`src/hdl/mabts_pkg.sv`:
```
`timescale 1ns / 1ps
// ----------------------------------------------------------------------------
// mabts_pkg
// Shared types, widths and codes for the moving average band trade signal.
// ----------------------------------------------------------------------------
package mabts_pkg;

  localparam int WINDOW_DEFAULT = 5;

  localparam int PRICE_W  = 24;
  localparam int FACTOR_W = 16;
  localparam int FRAC_W   = 15;
  localparam int ACTION_W = 2;
  localparam int TGAIN_W  = 25;
  localparam int TOTAL_W  = 48;
  localparam int COUNT_W  = 32;

  localparam int IN_DATA_W  = 24;
  localparam int OUT_BITS   = ACTION_W + TGAIN_W + TOTAL_W + COUNT_W;
  localparam int OUT_DATA_W = ((OUT_BITS + 7) / 8) * 8;

  localparam int CFG_INDEX_W = 2;
  localparam int CFG_DATA_W  = 16;

  localparam logic [CFG_INDEX_W-1:0] REG_BUY_FACTOR  = 2'd0;
  localparam logic [CFG_INDEX_W-1:0] REG_SELL_FACTOR = 2'd1;

  localparam logic [FACTOR_W-1:0] BUY_FACTOR_RESET  = 16'd31785;
  localparam logic [FACTOR_W-1:0] SELL_FACTOR_RESET = 16'd33751;

  localparam logic [ACTION_W-1:0] ACT_NONE  = 2'd0;
  localparam logic [ACTION_W-1:0] ACT_OPEN  = 2'd1;
  localparam logic [ACTION_W-1:0] ACT_CLOSE = 2'd2;

  // one word moving from the input register into the result register
  typedef struct packed {
    logic step;
    logic clear;
  } step_ctrl_t;

endpackage

```
`src/hdl/moving_average_band_trade_signal.sv`:
```
`timescale 1ns / 1ps
// ----------------------------------------------------------------------------
// moving_average_band_trade_signal
// Buy/sell signal from a price envelope around a moving average.
// ----------------------------------------------------------------------------
// Usage:
//   s_tdata carries one price word, s_tuser flags the start of a new series
//   (window, position, total and count are cleared before that price).
//   m_tdata returns one result word per price: action, trade gain, running
//   total and closed trade count.
//   buy and sell band factors (Q1.15) are written through cfg_we/cfg_index/
//   cfg_data while the stream is idle; unknown indexes are ignored.
// Timing:
//   one word per clock sustained while m_tready stays high; a price accepted
//   passes through the input register and then the result register before
//   it shows on m_tdata. The rate is set by the state loop: running window
//   sum, the two band multiplies, the compare and the 48-bit saturating
//   accumulate all close within it, with no register between them.
// Reset:
//   rst clears the series state and both handshake stages and loads the
//   default band factors (0.97 and 1.03).
// Stall:
//   while m_tready is low the result is held; the input register still takes
//   a word if it is empty, then s_tready drops until the result is taken.
// ----------------------------------------------------------------------------
module moving_average_band_trade_signal #(
  parameter int WINDOW = mabts_pkg::WINDOW_DEFAULT
) (
  input  logic                                clk,
  input  logic                                rst,
  input  logic                                s_tvalid,
  output logic                                s_tready,
  input  logic [mabts_pkg::IN_DATA_W-1:0]     s_tdata,   // price[23:0]
  input  logic                                s_tuser,   // start_series
  output logic                                m_tvalid,
  input  logic                                m_tready,
  // action[1:0], trade_gain[26:2], total_gain[74:27], trades_done[106:75]
  output logic [mabts_pkg::OUT_DATA_W-1:0]    m_tdata,
  input  logic                                cfg_we,
  input  logic [mabts_pkg::CFG_INDEX_W-1:0]   cfg_index,
  input  logic [mabts_pkg::CFG_DATA_W-1:0]    cfg_data
);
  import mabts_pkg::*;

  localparam int SUM_W = PRICE_W + $clog2(WINDOW);

  logic [FACTOR_W-1:0] buy_factor;
  logic [FACTOR_W-1:0] sell_factor;

  logic               in_valid;
  logic [PRICE_W-1:0] in_price;
  logic               in_start;
  logic               advance;
  step_ctrl_t         ctrl;

  logic [SUM_W-1:0]    win_sum;
  logic                win_full;
  logic [ACTION_W-1:0] action;
  logic [TGAIN_W-1:0]  trade_gain;
  logic [TOTAL_W-1:0]  total_gain;
  logic [COUNT_W-1:0]  trades_done;

  always_ff @(posedge clk) begin
    if (rst) begin
      buy_factor  <= BUY_FACTOR_RESET;
      sell_factor <= SELL_FACTOR_RESET;
    end else if (cfg_we) begin
      unique case (cfg_index)
        REG_BUY_FACTOR:  buy_factor  <= cfg_data;
        REG_SELL_FACTOR: sell_factor <= cfg_data;
        default: ;
      endcase
    end
  end

  assign advance    = ~m_tvalid | m_tready;
  assign s_tready   = ~in_valid | advance;
  assign ctrl.step  = in_valid & advance;
  assign ctrl.clear = in_start;

  always_ff @(posedge clk) begin
    if (rst) begin
      in_valid <= 1'b0;
    end else if (s_tready) begin
      in_valid <= s_tvalid;
    end
  end

  always_ff @(posedge clk) begin
    if (s_tvalid && s_tready) begin
      in_price <= s_tdata[PRICE_W-1:0];
      in_start <= s_tuser;
    end
  end

  mabts_window #(
    .WINDOW (WINDOW),
    .SUM_W  (SUM_W)
  ) u_window (
    .clk   (clk),
    .rst   (rst),
    .ctrl  (ctrl),
    .price (in_price),
    .sum   (win_sum),
    .full  (win_full)
  );

  mabts_decide #(
    .WINDOW (WINDOW),
    .SUM_W  (SUM_W)
  ) u_decide (
    .clk         (clk),
    .rst         (rst),
    .ctrl        (ctrl),
    .price       (in_price),
    .sum         (win_sum),
    .full        (win_full),
    .buy_factor  (buy_factor),
    .sell_factor (sell_factor),
    .action      (action),
    .trade_gain  (trade_gain),
    .total_gain  (total_gain),
    .trades_done (trades_done)
  );

  always_ff @(posedge clk) begin
    if (rst) begin
      m_tvalid <= 1'b0;
    end else if (advance) begin
      m_tvalid <= in_valid;
    end
  end

  always_ff @(posedge clk) begin
    if (ctrl.step) begin
      m_tdata <= OUT_DATA_W'({trades_done, total_gain, trade_gain, action});
    end
  end

endmodule

```
`src/hdl/mabts_window.sv`:
```
`timescale 1ns / 1ps
// ----------------------------------------------------------------------------
// mabts_window
// Price shift line with running sum and fill count.
// ----------------------------------------------------------------------------
module mabts_window #(
  parameter int WINDOW = mabts_pkg::WINDOW_DEFAULT,
  parameter int SUM_W  = mabts_pkg::PRICE_W + $clog2(WINDOW)
) (
  input  logic                         clk,
  input  logic                         rst,
  input  mabts_pkg::step_ctrl_t        ctrl,
  input  logic [mabts_pkg::PRICE_W-1:0] price,
  output logic [SUM_W-1:0]             sum,
  output logic                         full
);
  import mabts_pkg::*;

  localparam int FILL_W = $clog2(WINDOW + 1);
  localparam logic [FILL_W-1:0] FILL_MAX = FILL_W'(WINDOW);

  logic [PRICE_W-1:0] taps [WINDOW];
  logic [FILL_W-1:0]  fill_count;
  logic [FILL_W-1:0]  fill_count_next;
  logic [SUM_W-1:0]   sum_next;
  logic [SUM_W-1:0]   oldest;
  logic               held_full;

  assign held_full = (fill_count == FILL_MAX);
  // a cleared series compares nothing on this word
  assign full      = held_full & ~ctrl.clear;

  // the leaving price only counts once the line is full
  assign oldest = held_full ? SUM_W'(taps[0]) : '0;

  always_comb begin
    if (ctrl.clear) begin
      sum_next        = SUM_W'(price);
      fill_count_next = FILL_W'(1);
    end else begin
      sum_next        = sum + SUM_W'(price) - oldest;
      fill_count_next = held_full ? fill_count : fill_count + FILL_W'(1);
    end
  end

  always_ff @(posedge clk) begin
    if (rst) begin
      sum        <= '0;
      fill_count <= '0;
    end else if (ctrl.step) begin
      sum        <= sum_next;
      fill_count <= fill_count_next;
    end
  end

  always_ff @(posedge clk) begin
    if (ctrl.step) begin
      for (int i = 0; i < WINDOW - 1; i++) begin
        taps[i] <= taps[i + 1];
      end
      taps[WINDOW - 1] <= price;
    end
  end

endmodule

```
`src/hdl/mabts_decide.sv`:
```
`timescale 1ns / 1ps
// ----------------------------------------------------------------------------
// mabts_decide
// Band compare, position tracking and saturating profit and trade count.
// ----------------------------------------------------------------------------
module mabts_decide #(
  parameter int WINDOW = mabts_pkg::WINDOW_DEFAULT,
  parameter int SUM_W  = mabts_pkg::PRICE_W + $clog2(WINDOW)
) (
  input  logic                            clk,
  input  logic                            rst,
  input  mabts_pkg::step_ctrl_t           ctrl,
  input  logic [mabts_pkg::PRICE_W-1:0]   price,
  input  logic [SUM_W-1:0]                sum,
  input  logic                            full,
  input  logic [mabts_pkg::FACTOR_W-1:0]  buy_factor,
  input  logic [mabts_pkg::FACTOR_W-1:0]  sell_factor,
  output logic [mabts_pkg::ACTION_W-1:0]  action,
  output logic [mabts_pkg::TGAIN_W-1:0]   trade_gain,
  output logic [mabts_pkg::TOTAL_W-1:0]   total_gain,
  output logic [mabts_pkg::COUNT_W-1:0]   trades_done
);
  import mabts_pkg::*;

  localparam int PROD_W = SUM_W + FACTOR_W;

  logic               holding;
  logic [PRICE_W-1:0] entry_price;
  logic [TOTAL_W-1:0] gain_sum;
  logic [COUNT_W-1:0] trade_tally;

  logic               holding_cur;
  logic [PRICE_W-1:0] entry_cur;
  logic [TOTAL_W-1:0] gain_sum_cur;
  logic [COUNT_W-1:0] tally_cur;

  logic [SUM_W-1:0]   scaled_price;
  logic [PROD_W-1:0]  lhs;
  logic [PROD_W-1:0]  low_band;
  logic [PROD_W-1:0]  high_band;
  logic               below_low;
  logic               buy_arm;
  logic               do_open;
  logic               do_close;
  logic [TGAIN_W-1:0] gain;
  logic [TOTAL_W:0]   wide_sum;
  logic [TOTAL_W-1:0] sat_sum;

  logic               holding_next;
  logic [PRICE_W-1:0] entry_price_next;
  logic [TOTAL_W-1:0] gain_sum_next;
  logic [COUNT_W-1:0] trade_tally_next;

  // start of a series sees cleared state
  assign holding_cur  = holding & ~ctrl.clear;
  assign entry_cur    = ctrl.clear ? '0 : entry_price;
  assign gain_sum_cur = ctrl.clear ? '0 : gain_sum;
  assign tally_cur    = ctrl.clear ? '0 : trade_tally;

  // price*WINDOW*2^15 against sum*factor, all exact
  assign scaled_price = SUM_W'(price) * SUM_W'(WINDOW);
  assign lhs          = {1'b0, scaled_price, {FRAC_W{1'b0}}};
  assign low_band     = PROD_W'(sum) * PROD_W'(buy_factor);
  assign high_band    = PROD_W'(sum) * PROD_W'(sell_factor);

  assign below_low = (lhs < low_band);
  assign buy_arm   = full & below_low & ~holding_cur;
  assign do_open   = buy_arm & (price != '0);
  assign do_close  = full & ~buy_arm & (lhs > high_band) & holding_cur;

  assign gain = do_close ? (TGAIN_W'(price) - TGAIN_W'(entry_cur)) : '0;

  assign wide_sum = {gain_sum_cur[TOTAL_W-1], gain_sum_cur}
                  + {{(TOTAL_W + 1 - TGAIN_W){gain[TGAIN_W-1]}}, gain};

  always_comb begin
    if (wide_sum[TOTAL_W] != wide_sum[TOTAL_W-1]) begin
      // clamp toward the sign of the true sum
      sat_sum = wide_sum[TOTAL_W] ? {1'b1, {(TOTAL_W-1){1'b0}}}
                                  : {1'b0, {(TOTAL_W-1){1'b1}}};
    end else begin
      sat_sum = wide_sum[TOTAL_W-1:0];
    end
  end

  always_comb begin
    holding_next     = holding_cur;
    entry_price_next = entry_cur;
    gain_sum_next    = gain_sum_cur;
    trade_tally_next = tally_cur;
    action           = ACT_NONE;
    if (do_open) begin
      holding_next     = 1'b1;
      entry_price_next = price;
      action           = ACT_OPEN;
    end else if (do_close) begin
      holding_next     = 1'b0;
      entry_price_next = '0;
      gain_sum_next    = sat_sum;
      if (tally_cur != '1) begin
        trade_tally_next = tally_cur + COUNT_W'(1);
      end
      action = ACT_CLOSE;
    end
  end

  assign trade_gain  = gain;
  assign total_gain  = gain_sum_next;
  assign trades_done = trade_tally_next;

  always_ff @(posedge clk) begin
    if (rst) begin
      holding     <= 1'b0;
      entry_price <= '0;
      gain_sum    <= '0;
      trade_tally <= '0;
    end else if (ctrl.step) begin
      holding     <= holding_next;
      entry_price <= entry_price_next;
      gain_sum    <= gain_sum_next;
      trade_tally <= trade_tally_next;
    end
  end

endmodule
```
`config.mk`:
```
export PLATFORM = sky130hd
export DESIGN_NAME = moving_average_band_trade_signal
export DESIGN_NICKNAME = d
export VERILOG_FILES = /design/src/hdl/mabts_pkg.sv /design/src/hdl/moving_average_band_trade_signal.sv /design/src/hdl/mabts_window.sv /design/src/hdl/mabts_decide.sv
export SDC_FILE = /design/constraint.sdc
export NUM_CORES = 2
export LEC_CHECK = 0
export BUFFER_PORTS_ARGS = -buffer_cell sky130_fd_sc_hd__clkbuf_2
export CORE_MARGIN = 4
export CORE_UTILIZATION = 35
export DETAILED_ROUTE_END_ITERATION = 10
export SYNTH_ARGS = -nofsm -noshare
export SYNTH_HDL_FRONTEND = slang
export SYNTH_HIERARCHICAL = 1
export SYNTH_SLANG_ARGS = --single-unit
```
`constraint.sdc`:
```
create_clock -name clk -period 16.5 [get_ports clk]
set_input_delay 1.65 -clock clk [delete_from_list [all_inputs] [get_ports clk]]
set_output_delay 1.65 -clock clk [all_outputs]
set_load 0.05 [all_outputs]
```
# Yosys cells after proc, flatten, opt, wreduce, memory -nomap -nowiden
# Memories as Yosys holds them, arrays and structs flattened.
# Index checks and enable logic that the tools add are counted.
[totals] output_inout_bits=114 n_memories=1 mem_bits_rw=120 word_cells=75 ff_bits=301
[op_classes] muxes=22 reduce_logical=6 n_eq_ne=5 add_sub_neg=6 n_bitwise=16 order_cmp=2 multipliers=3
[mem_list] name="u_window.taps" words=5 word_bits=24 read_ports=5 rd_ports_with_merged_regs=0 wr=5 line="mabts_window.sv:22" text="logic [PRICE_W-1:0] taps [WINDOW];"
[op_table] operator="two-way mux 48 bit" n=5
[op_table] operator="two-way mux 32 bit" n=4
[op_table] operator="two-way mux 24 bit" n=4
[op_table] operator="multiplier 27 x 16 -> 43 bit" n=2
[op_table] operator="adder 48 x 25 -> 49 bit" n=1
[op_table] operator="> comparator 42 x 43 -> 1 bit" n=1
[op_table] operator="< comparator 42 x 43 -> 1 bit" n=1
[op_table] operator="adder 32 x 1 -> 32 bit, second input constant" n=1
[op_table] operator="inequality test 32 bit, second input constant" n=1
[op_table] operator="adder 27 x 24 -> 27 bit" n=1
[op_table] operator="multiplier 24 x 3 -> 27 bit, second input constant" n=1
[op_table] operator="two-way mux 27 bit" n=1
[op_table] operator="subtractor 27 bit" n=1
[op_table] operator="two-way mux 25 bit" n=1
[op_table] operator="subtractor 24 x 24 -> 25 bit" n=1
[op_table] operator="nonzero test 24 bit" n=1
[op_table] operator="AND 1 bit" n=9
[op_table] operator="two-way mux 3 bit" n=2
[op_table] operator="AND reduction 2 bit" n=3
[op_table] operator="inverter 1 bit" n=5
[op_table] operator="two-way mux 1 bit" n=4
[op_table] operator="adder 3 x 1 -> 3 bit, second input constant" n=1
[op_table] operator="== test 3 bit, second input constant" n=1
[op_table] operator="== test 2 x 1 -> 1 bit, second input constant" n=1
[op_table] operator="other kinds (6)" n=7

# Depth between registers and ports, before layout
[depth] depth_word=14 depth_mapped=56 ltp_nobuf=49

# By module
# Netlist, hierarchy kept.
[modules_own_cells] mod="mabts_decide" area_each_um2=39613.0 n_inst=1 seq_area_each_um2=2102.0 cells_each=4811
[modules_own_cells] mod="mabts_window" area_each_um2=7462.2 n_inst=1 seq_area_each_um2=4204.0 cells_each=634
[modules_own_cells] mod="moving_average_band_trade_signal" area_each_um2=5455.2 n_inst=1 seq_area_each_um2=4644.5 cells_each=288

# Worst setup path after synthesis
# OpenSTA, ideal clock, no wires.
[synth_timing] kind="register -> register" startpoint="register sell_factor[4]" endpoint="register m_tdata[72] (netlist bit) (data pin)" t_required_ns=16.244 setup_ns=0.256 stages_incl_launch_ff=50 n_path_buf=8 arrival_time_ns=15.317 slack_ns=0.927 path_cell_list="dfxtp_1 -> clkbuf_1 -> clkbuf_1 -> nand2_1 -> fa_1 -> inv_1 -> fa_1 -> inv_1 -> fa_1 -> fa_1 -> inv_1 -> fa_1 -> fa_1 -> ha_1 -> and3_1 -> a311oi_1 -> a21oi_1 -> o21a_1 -> (+14 left out) -> buf_6 -> buf_2 -> buf_2 -> a2111oi_0 -> ha_1 -> clkbuf_1 -> a211o_1 -> a211oi_1 -> o31ai_1 -> and4_1 -> a211oi_1 -> a21o_1 -> a211oi_1 -> clkbuf_1 -> nand2_1 -> clkbuf_1 -> nand2_1 -> o22a_1"
[synth_via] elab_chain_len=10
[synth_rtl] item="start, declared" line="moving_average_band_trade_signal.sv:48" text="logic [FACTOR_W-1:0] sell_factor;"
[synth_rtl] item="start signal, assigned" line="moving_average_band_trade_signal.sv:70" text="REG_SELL_FACTOR: sell_factor <= cfg_data;"
[synth_rtl] item="multiplier 27 x 16 -> 43 bit *" line="mabts_decide.sv:64" text="assign high_band = PROD_W'(sum) * PROD_W'(sell_factor);"
[synth_rtl] item="> comparator 42 x 43 -> 1 bit *" line="mabts_decide.sv:69" text="assign do_close = full & ~buy_arm & (lhs > high_band) & holding_cur;"
[synth_rtl] item="AND 1 bit * (2 in a row)" line="mabts_decide.sv:69"
[synth_rtl] item="two-way mux 25 bit *" line="mabts_decide.sv:71" text="assign gain = do_close ? (TGAIN_W'(price) - TGAIN_W'(entry_cur)) : '0;"
[synth_rtl] item="named net trade_gain[24]" line="moving_average_band_trade_signal.sv:59" text="logic [TGAIN_W-1:0] trade_gain;"
[synth_rtl] item="adder 48 x 25 -> 49 bit *" line="mabts_decide.sv:74" text="+ {{(TOTAL_W + 1 - TGAIN_W){gain[TGAIN_W-1]}}, gain};"
[synth_rtl] item="two-way mux 48 bit / inequality test 1 bit (equally long branches)" line="mabts_decide.sv:79, mabts_decide.sv:77"
[synth_rtl] item="two-way mux 48 bit *" line="mabts_decide.sv:77" text="if (wide_sum[TOTAL_W] != wide_sum[TOTAL_W-1]) begin"
[synth_rtl] item="two-way mux 48 bit *" line="mabts_decide.sv:96" text="end else if (do_close) begin"
[synth_rtl] item="two-way mux 48 bit *" line="mabts_decide.sv:92" text="if (do_open) begin"
[synth_rtl] item="named net total_gain[45]" line="moving_average_band_trade_signal.sv:60" text="logic [TOTAL_W-1:0] total_gain;"
[synth_rtl] item="end signal, assigned" line="moving_average_band_trade_signal.sv:136" text="m_tdata <= OUT_DATA_W'({trades_done, total_gain, trade_gain, action});"
[synth_rtl] item="end, declared" line="moving_average_band_trade_signal.sv:38" text="output logic [mabts_pkg::OUT_DATA_W-1:0] m_tdata,"
# The timed path passes the listed nets; every way through them passes the cells marked *.
# A chain may end at the register's enable or synchronous reset.

# Final worst setup path
[layout_timing] startpoint="register u_window.sum[9]" endpoint="register m_tdata[50] (netlist bit) (data pin)"
[layout_via] elab_chain_len=14
[layout_rtl] item="start, declared" line="mabts_window.sv:14" text="output logic [SUM_W-1:0] sum,"
[layout_rtl] item="start signal, assigned" line="mabts_window.sv:51" text="sum <= sum_next;"
[layout_rtl] item="multiplier 27 x 16 -> 43 bit" line="mabts_decide.sv:63" text="assign low_band = PROD_W'(sum) * PROD_W'(buy_factor);"
[layout_rtl] item="< comparator 42 x 43 -> 1 bit" line="mabts_decide.sv:66" text="assign below_low = (lhs < low_band);"
[layout_rtl] item="AND 1 bit (2 in a row)" line="mabts_decide.sv:67" text="assign buy_arm = full & below_low & ~holding_cur;"
[layout_rtl] item="inverter 1 bit" line="mabts_decide.sv:69"
[layout_rtl] item="AND 1 bit" line="mabts_decide.sv:69"
[layout_rtl] item="AND 1 bit * (2 in a row)" line="mabts_decide.sv:69"
[layout_rtl] item="two-way mux 25 bit *" line="mabts_decide.sv:71"
[layout_rtl] item="named net trade_gain[24]" line="moving_average_band_trade_signal.sv:59"
[layout_rtl] item="adder 48 x 25 -> 49 bit *" line="mabts_decide.sv:74"
[layout_rtl] item="two-way mux 48 bit / inequality test 1 bit (equally long branches)" line="mabts_decide.sv:79, mabts_decide.sv:77"
[layout_rtl] item="two-way mux 48 bit *" line="mabts_decide.sv:77"
[layout_rtl] item="two-way mux 48 bit *" line="mabts_decide.sv:96"
[layout_rtl] item="two-way mux 48 bit *" line="mabts_decide.sv:92"
[layout_rtl] item="named net total_gain[23]" line="moving_average_band_trade_signal.sv:60"
# Marks and branches as above.

==> summary.md <==
| Metric | Value |
|---|---|
| Max VDD drop | `93.3 uV` |
| Initial Util | `0.354` |
| DRT iter0 DRCs | `3093` |
| Fillers | `14837` |
| Worst path slowest cell | `a211oi_1` |
| Max-cap violations | `0` |
| Die ar. | `156000 sq um` |
| # clock sinks | `421` |
| Critical path arrival | `15850 ps` |
| Mapped Area | `52500 sq um` |
| Register Area | `11000 sq um` |
| Post-synthesis cell count | `around 5700` |
| Hpwl dp | `116000 um` |
| Syn avg cell area | `just over 9 sq um` |
| Syn-to-layout area delta | `8.58%` |
| DRC errors left | `0` |
| Slowest Stage Delay on Critical Path | `~1100 ps` |
| Setup crit end kind | `flip-flop` |
| Crit-path max FO | `41` |
| Largest delay share family, worst path | `compound AO/OA/AOI/OAI gates` |
| Setup Viol. Count Final | `0` |
| Fin crit period | `between 15000 and 20000 ps` |
| FMAX | `65.0 MHz` |
| Detailed-router iteration count before antenna repair | `6` |
| Vias | `around 41000` |
| Clock root cell | `clkbuf_16` |
| RSZ-0062 raised after global routing | `no` |
| Reg2Reg Setup Slack | `1110 ps` |
| Final Hold Fails | `0` |
| Crit path buffers/inverters | `5` |
| Multi-input logic area | `36900 sq um` |
| Row cnt | `141` |
| Avg WL per Cell | `19.8 um` |
| Ys flop type | `edfxtp_1` |
| Die height | `395 um` |
| Overall Global Routing Usage | `0.196` |
| Clock skew | `approximately 43 ps` |
| Synth top area cells | `fa_1, edfxtp_1, ha_1` |
| Most common cell after layout, fill and taps aside | `inv_1` |
| Setup TNS Final | `0 ps` |
| Setup Buffers After CTS | `0` |
| CP required | `roughly 17000 ps` |
| CTS tree | `built` |
| Worst r2r dst | `m_tdata[50]` |
| Worst min path class | `flip-flop to flip-flop` |
| Number of synthesized register bits | `421` |
| Max Slew Vio Count | `0` |
| Reg2Reg Depth | `43` |
| Most common cell type on the critical path | `fa_1` |
| Worst-Skew Late Latency | `660 ps` |
| Number of synthesized flops with an enable pin | `252` |
| Post-cts gate resize count | `0` |
| Antenna viol nets, final | `0` |
| CTS Buffer Depth | `3` |
| GRT Residual Overflow | `0` |
| Hold path cells | `0` |
| HP Start | `u_window/taps[0][115]` |
| Status | `finished clean` |
| CP startpoint kind | `flip-flop` |
| Largest net degree at the start of global routing | `78` |
| Vias in the first global route | `42057` |
| Most frequent cells in the layout | `inv_1, nand2_1, fa_1, ha_1, and2_1` |
| Sequential fraction of the synthesis area | `0.208` |
| First-pass GRT wire length | `244000 um` |
| Setup CP Type | `flip-flop to flip-flop` |
| Hold worst-path end | `u_window/taps[0][91]` |
| Cts bufs inserted | `49` |
| Worst r2r src | `u_window/sum[9]` |
| Hold-fix buffer count after cts | `0` |
| Final critical-path share of the clock period | `0.933` |
| Final wirelength | `154000 um` |
| Drt via density | `5.22` |
| Horiz. Die Dim | `slightly below 400 um` |
| P_leak | `~26 nW` |
| Pwr Density | `about 110 nW/um^2` |
| Hold WS | `between 400 and 500 ps` |
| Fraction of layout cells with a size suffix above 1 | `0.0676` |
| Largest area contributor in the netlist | `fa_1` |
| IO Count | `162` |
| Slew headroom | `0.0862` |
| Nets@finish | `a little under 7000` |
| Library cells used by synthesis | `110` |
| Top-area cell type share of the netlist area | `0.276` |
| # port buffers | `156` |
| Post-synth ARST share | `0` |
| Clk slew on worst S/H paths | `60 ps` |
| GP Congestion | `0.928` |
| Initial antenna violation count | `8` |
| Worst-Margin Slew | `between 1000 and 1500 ps` |
| YS warnings | `6` |
| CORE AREA | `~150000 sq um` |
| CTS H-tree depth | `2` |
==> cell families (layout without fill, tap and decap cells) <==
logic type | count (synthesis) | after routing | share of synthesized area
AO/OA/AOI/OAI | 860 | 860 | 0.114
flip-flops | 421 | 421 | 0.208
buffers and inverters | 1223 | 1266 | 0.0896
multiplexers | 51 | 51 | 0.00984
XOR/XNOR | 189 | 189 | 0.0315
AND/OR/NAND/NOR | 1834 | 1834 | 0.168
adder cells (fa/ha/maj) | 1154 | 1154 | 0.378
other | 1 | 7 | 0.0000714
==> metrics by stage <==
stage          power [W]  utilization  setup WS (ps)  cells  instance area [sq um]
2_1_floorplan    0.00399            -            927   5737                  52500
3_3_place_gp     0.00510        0.373           1800   7690                  55300
6_report         0.00632        0.384           1110   7784                  57000
5_1_grt          0.00687        0.384            275   7782                  57000
4_1_cts          0.00634        0.384           1310   7782                  57000
3_5_place_dp     0.00513        0.373           1410   7690                  55300
==> per-layer routing <==
metal / vias to the layer above / global-route usage / wire (um)
li1: 18597 / - / -
met1: 20588 / 0.272 / 68700
met2: 1264 / 0.326 / 72200
met3: 211 / 0.0252 / 9600
met4: 0 / 0.0482 / 3830
met5: - / 0 / 0
==> cells in the mapped netlist, types with 60 or more instances <==
cell type and n:
o21ai_0 156, nand3_1 67, nand2b_1 60, fa_1 723
inv_1 925, xor2_1 80, nor2b_1 85, nor2_1 251
ha_1 430, dfxtp_1 169, a21oi_1 189, xnor2_1 109
nand2_1 804, a21o_1 105, and2_1 296, clkbuf_1 244
edfxtp_1 252
==> state kept, by name, indices dropped and copies added, names as in the netlist <==
| signal | flops |
|---|---|
| u_window/taps | 120 |
| m_tdata | 107 |
| u_decide/gain_sum | 48 |
| u_decide/trade_tally | 32 |
| u_window/sum | 27 |
| in_price | 24 |
| u_decide/entry_price | 24 |
| buy_factor | 16 |
| sell_factor | 16 |
| u_window/fill_count | 3 |
| in_start | 1 |
| in_valid | 1 |
| m_tvalid | 1 |
| u_decide/holding | 1 |
==> worst max path at each step <==
| stage | start | end | slack, ps | cells after the start |
|---|---|---|---|---|
| 6_report | u_window/sum[9] | m_tdata[50] | 1110 | 43 |
| 3_5_place_dp | u_window/sum[9] | m_tdata[59] | 1410 | 43 |
| 3_3_place_gp | u_window/sum[9] | m_tdata[50] | 1800 | 43 |
| 2_1_floorplan | sell_factor[4] | m_tdata[72] | 930 | 49 |
| 4_1_cts | u_window/sum[9] | m_tdata[41] | 1310 | 43 |
| 5_1_grt | u_window/sum[8] | m_tdata[41] | 270 | 45 |
==> report_power, final <==
part | switching (W) | leakage, nW | internal (W) | total, W
clock network | 0.000501 | 0.823 | 0.000676 | 0.00118
logic | 0.00244 | 20.9 | 0.00150 | 0.00394
registers | 0.0000497 | 3.75 | 0.00115 | 0.00120
==> layout make-up <==
cell class              count  area share
inverters                 928      0.0611
multi-input cells        4093       0.647
well taps                2002      0.0439
repair buffers            246      0.0256
flip-flops and latches    421       0.192
clock inverters            30     0.00709
diodes                      2   0.0000877
clock buffers              62      0.0233
==> worst reg2reg max path, delay by kind of cell, from the launching register on <==
kind / cells / cell delay (ps)
compound gates: 18 / 5950
xor+xnor: 1 / 100
fa+ha+maj: 9 / 4130
buf+inv: 5 / 930
flops: 1 / 840
simple gates: 10 / 3250
(Power assumes the default switching activity.)
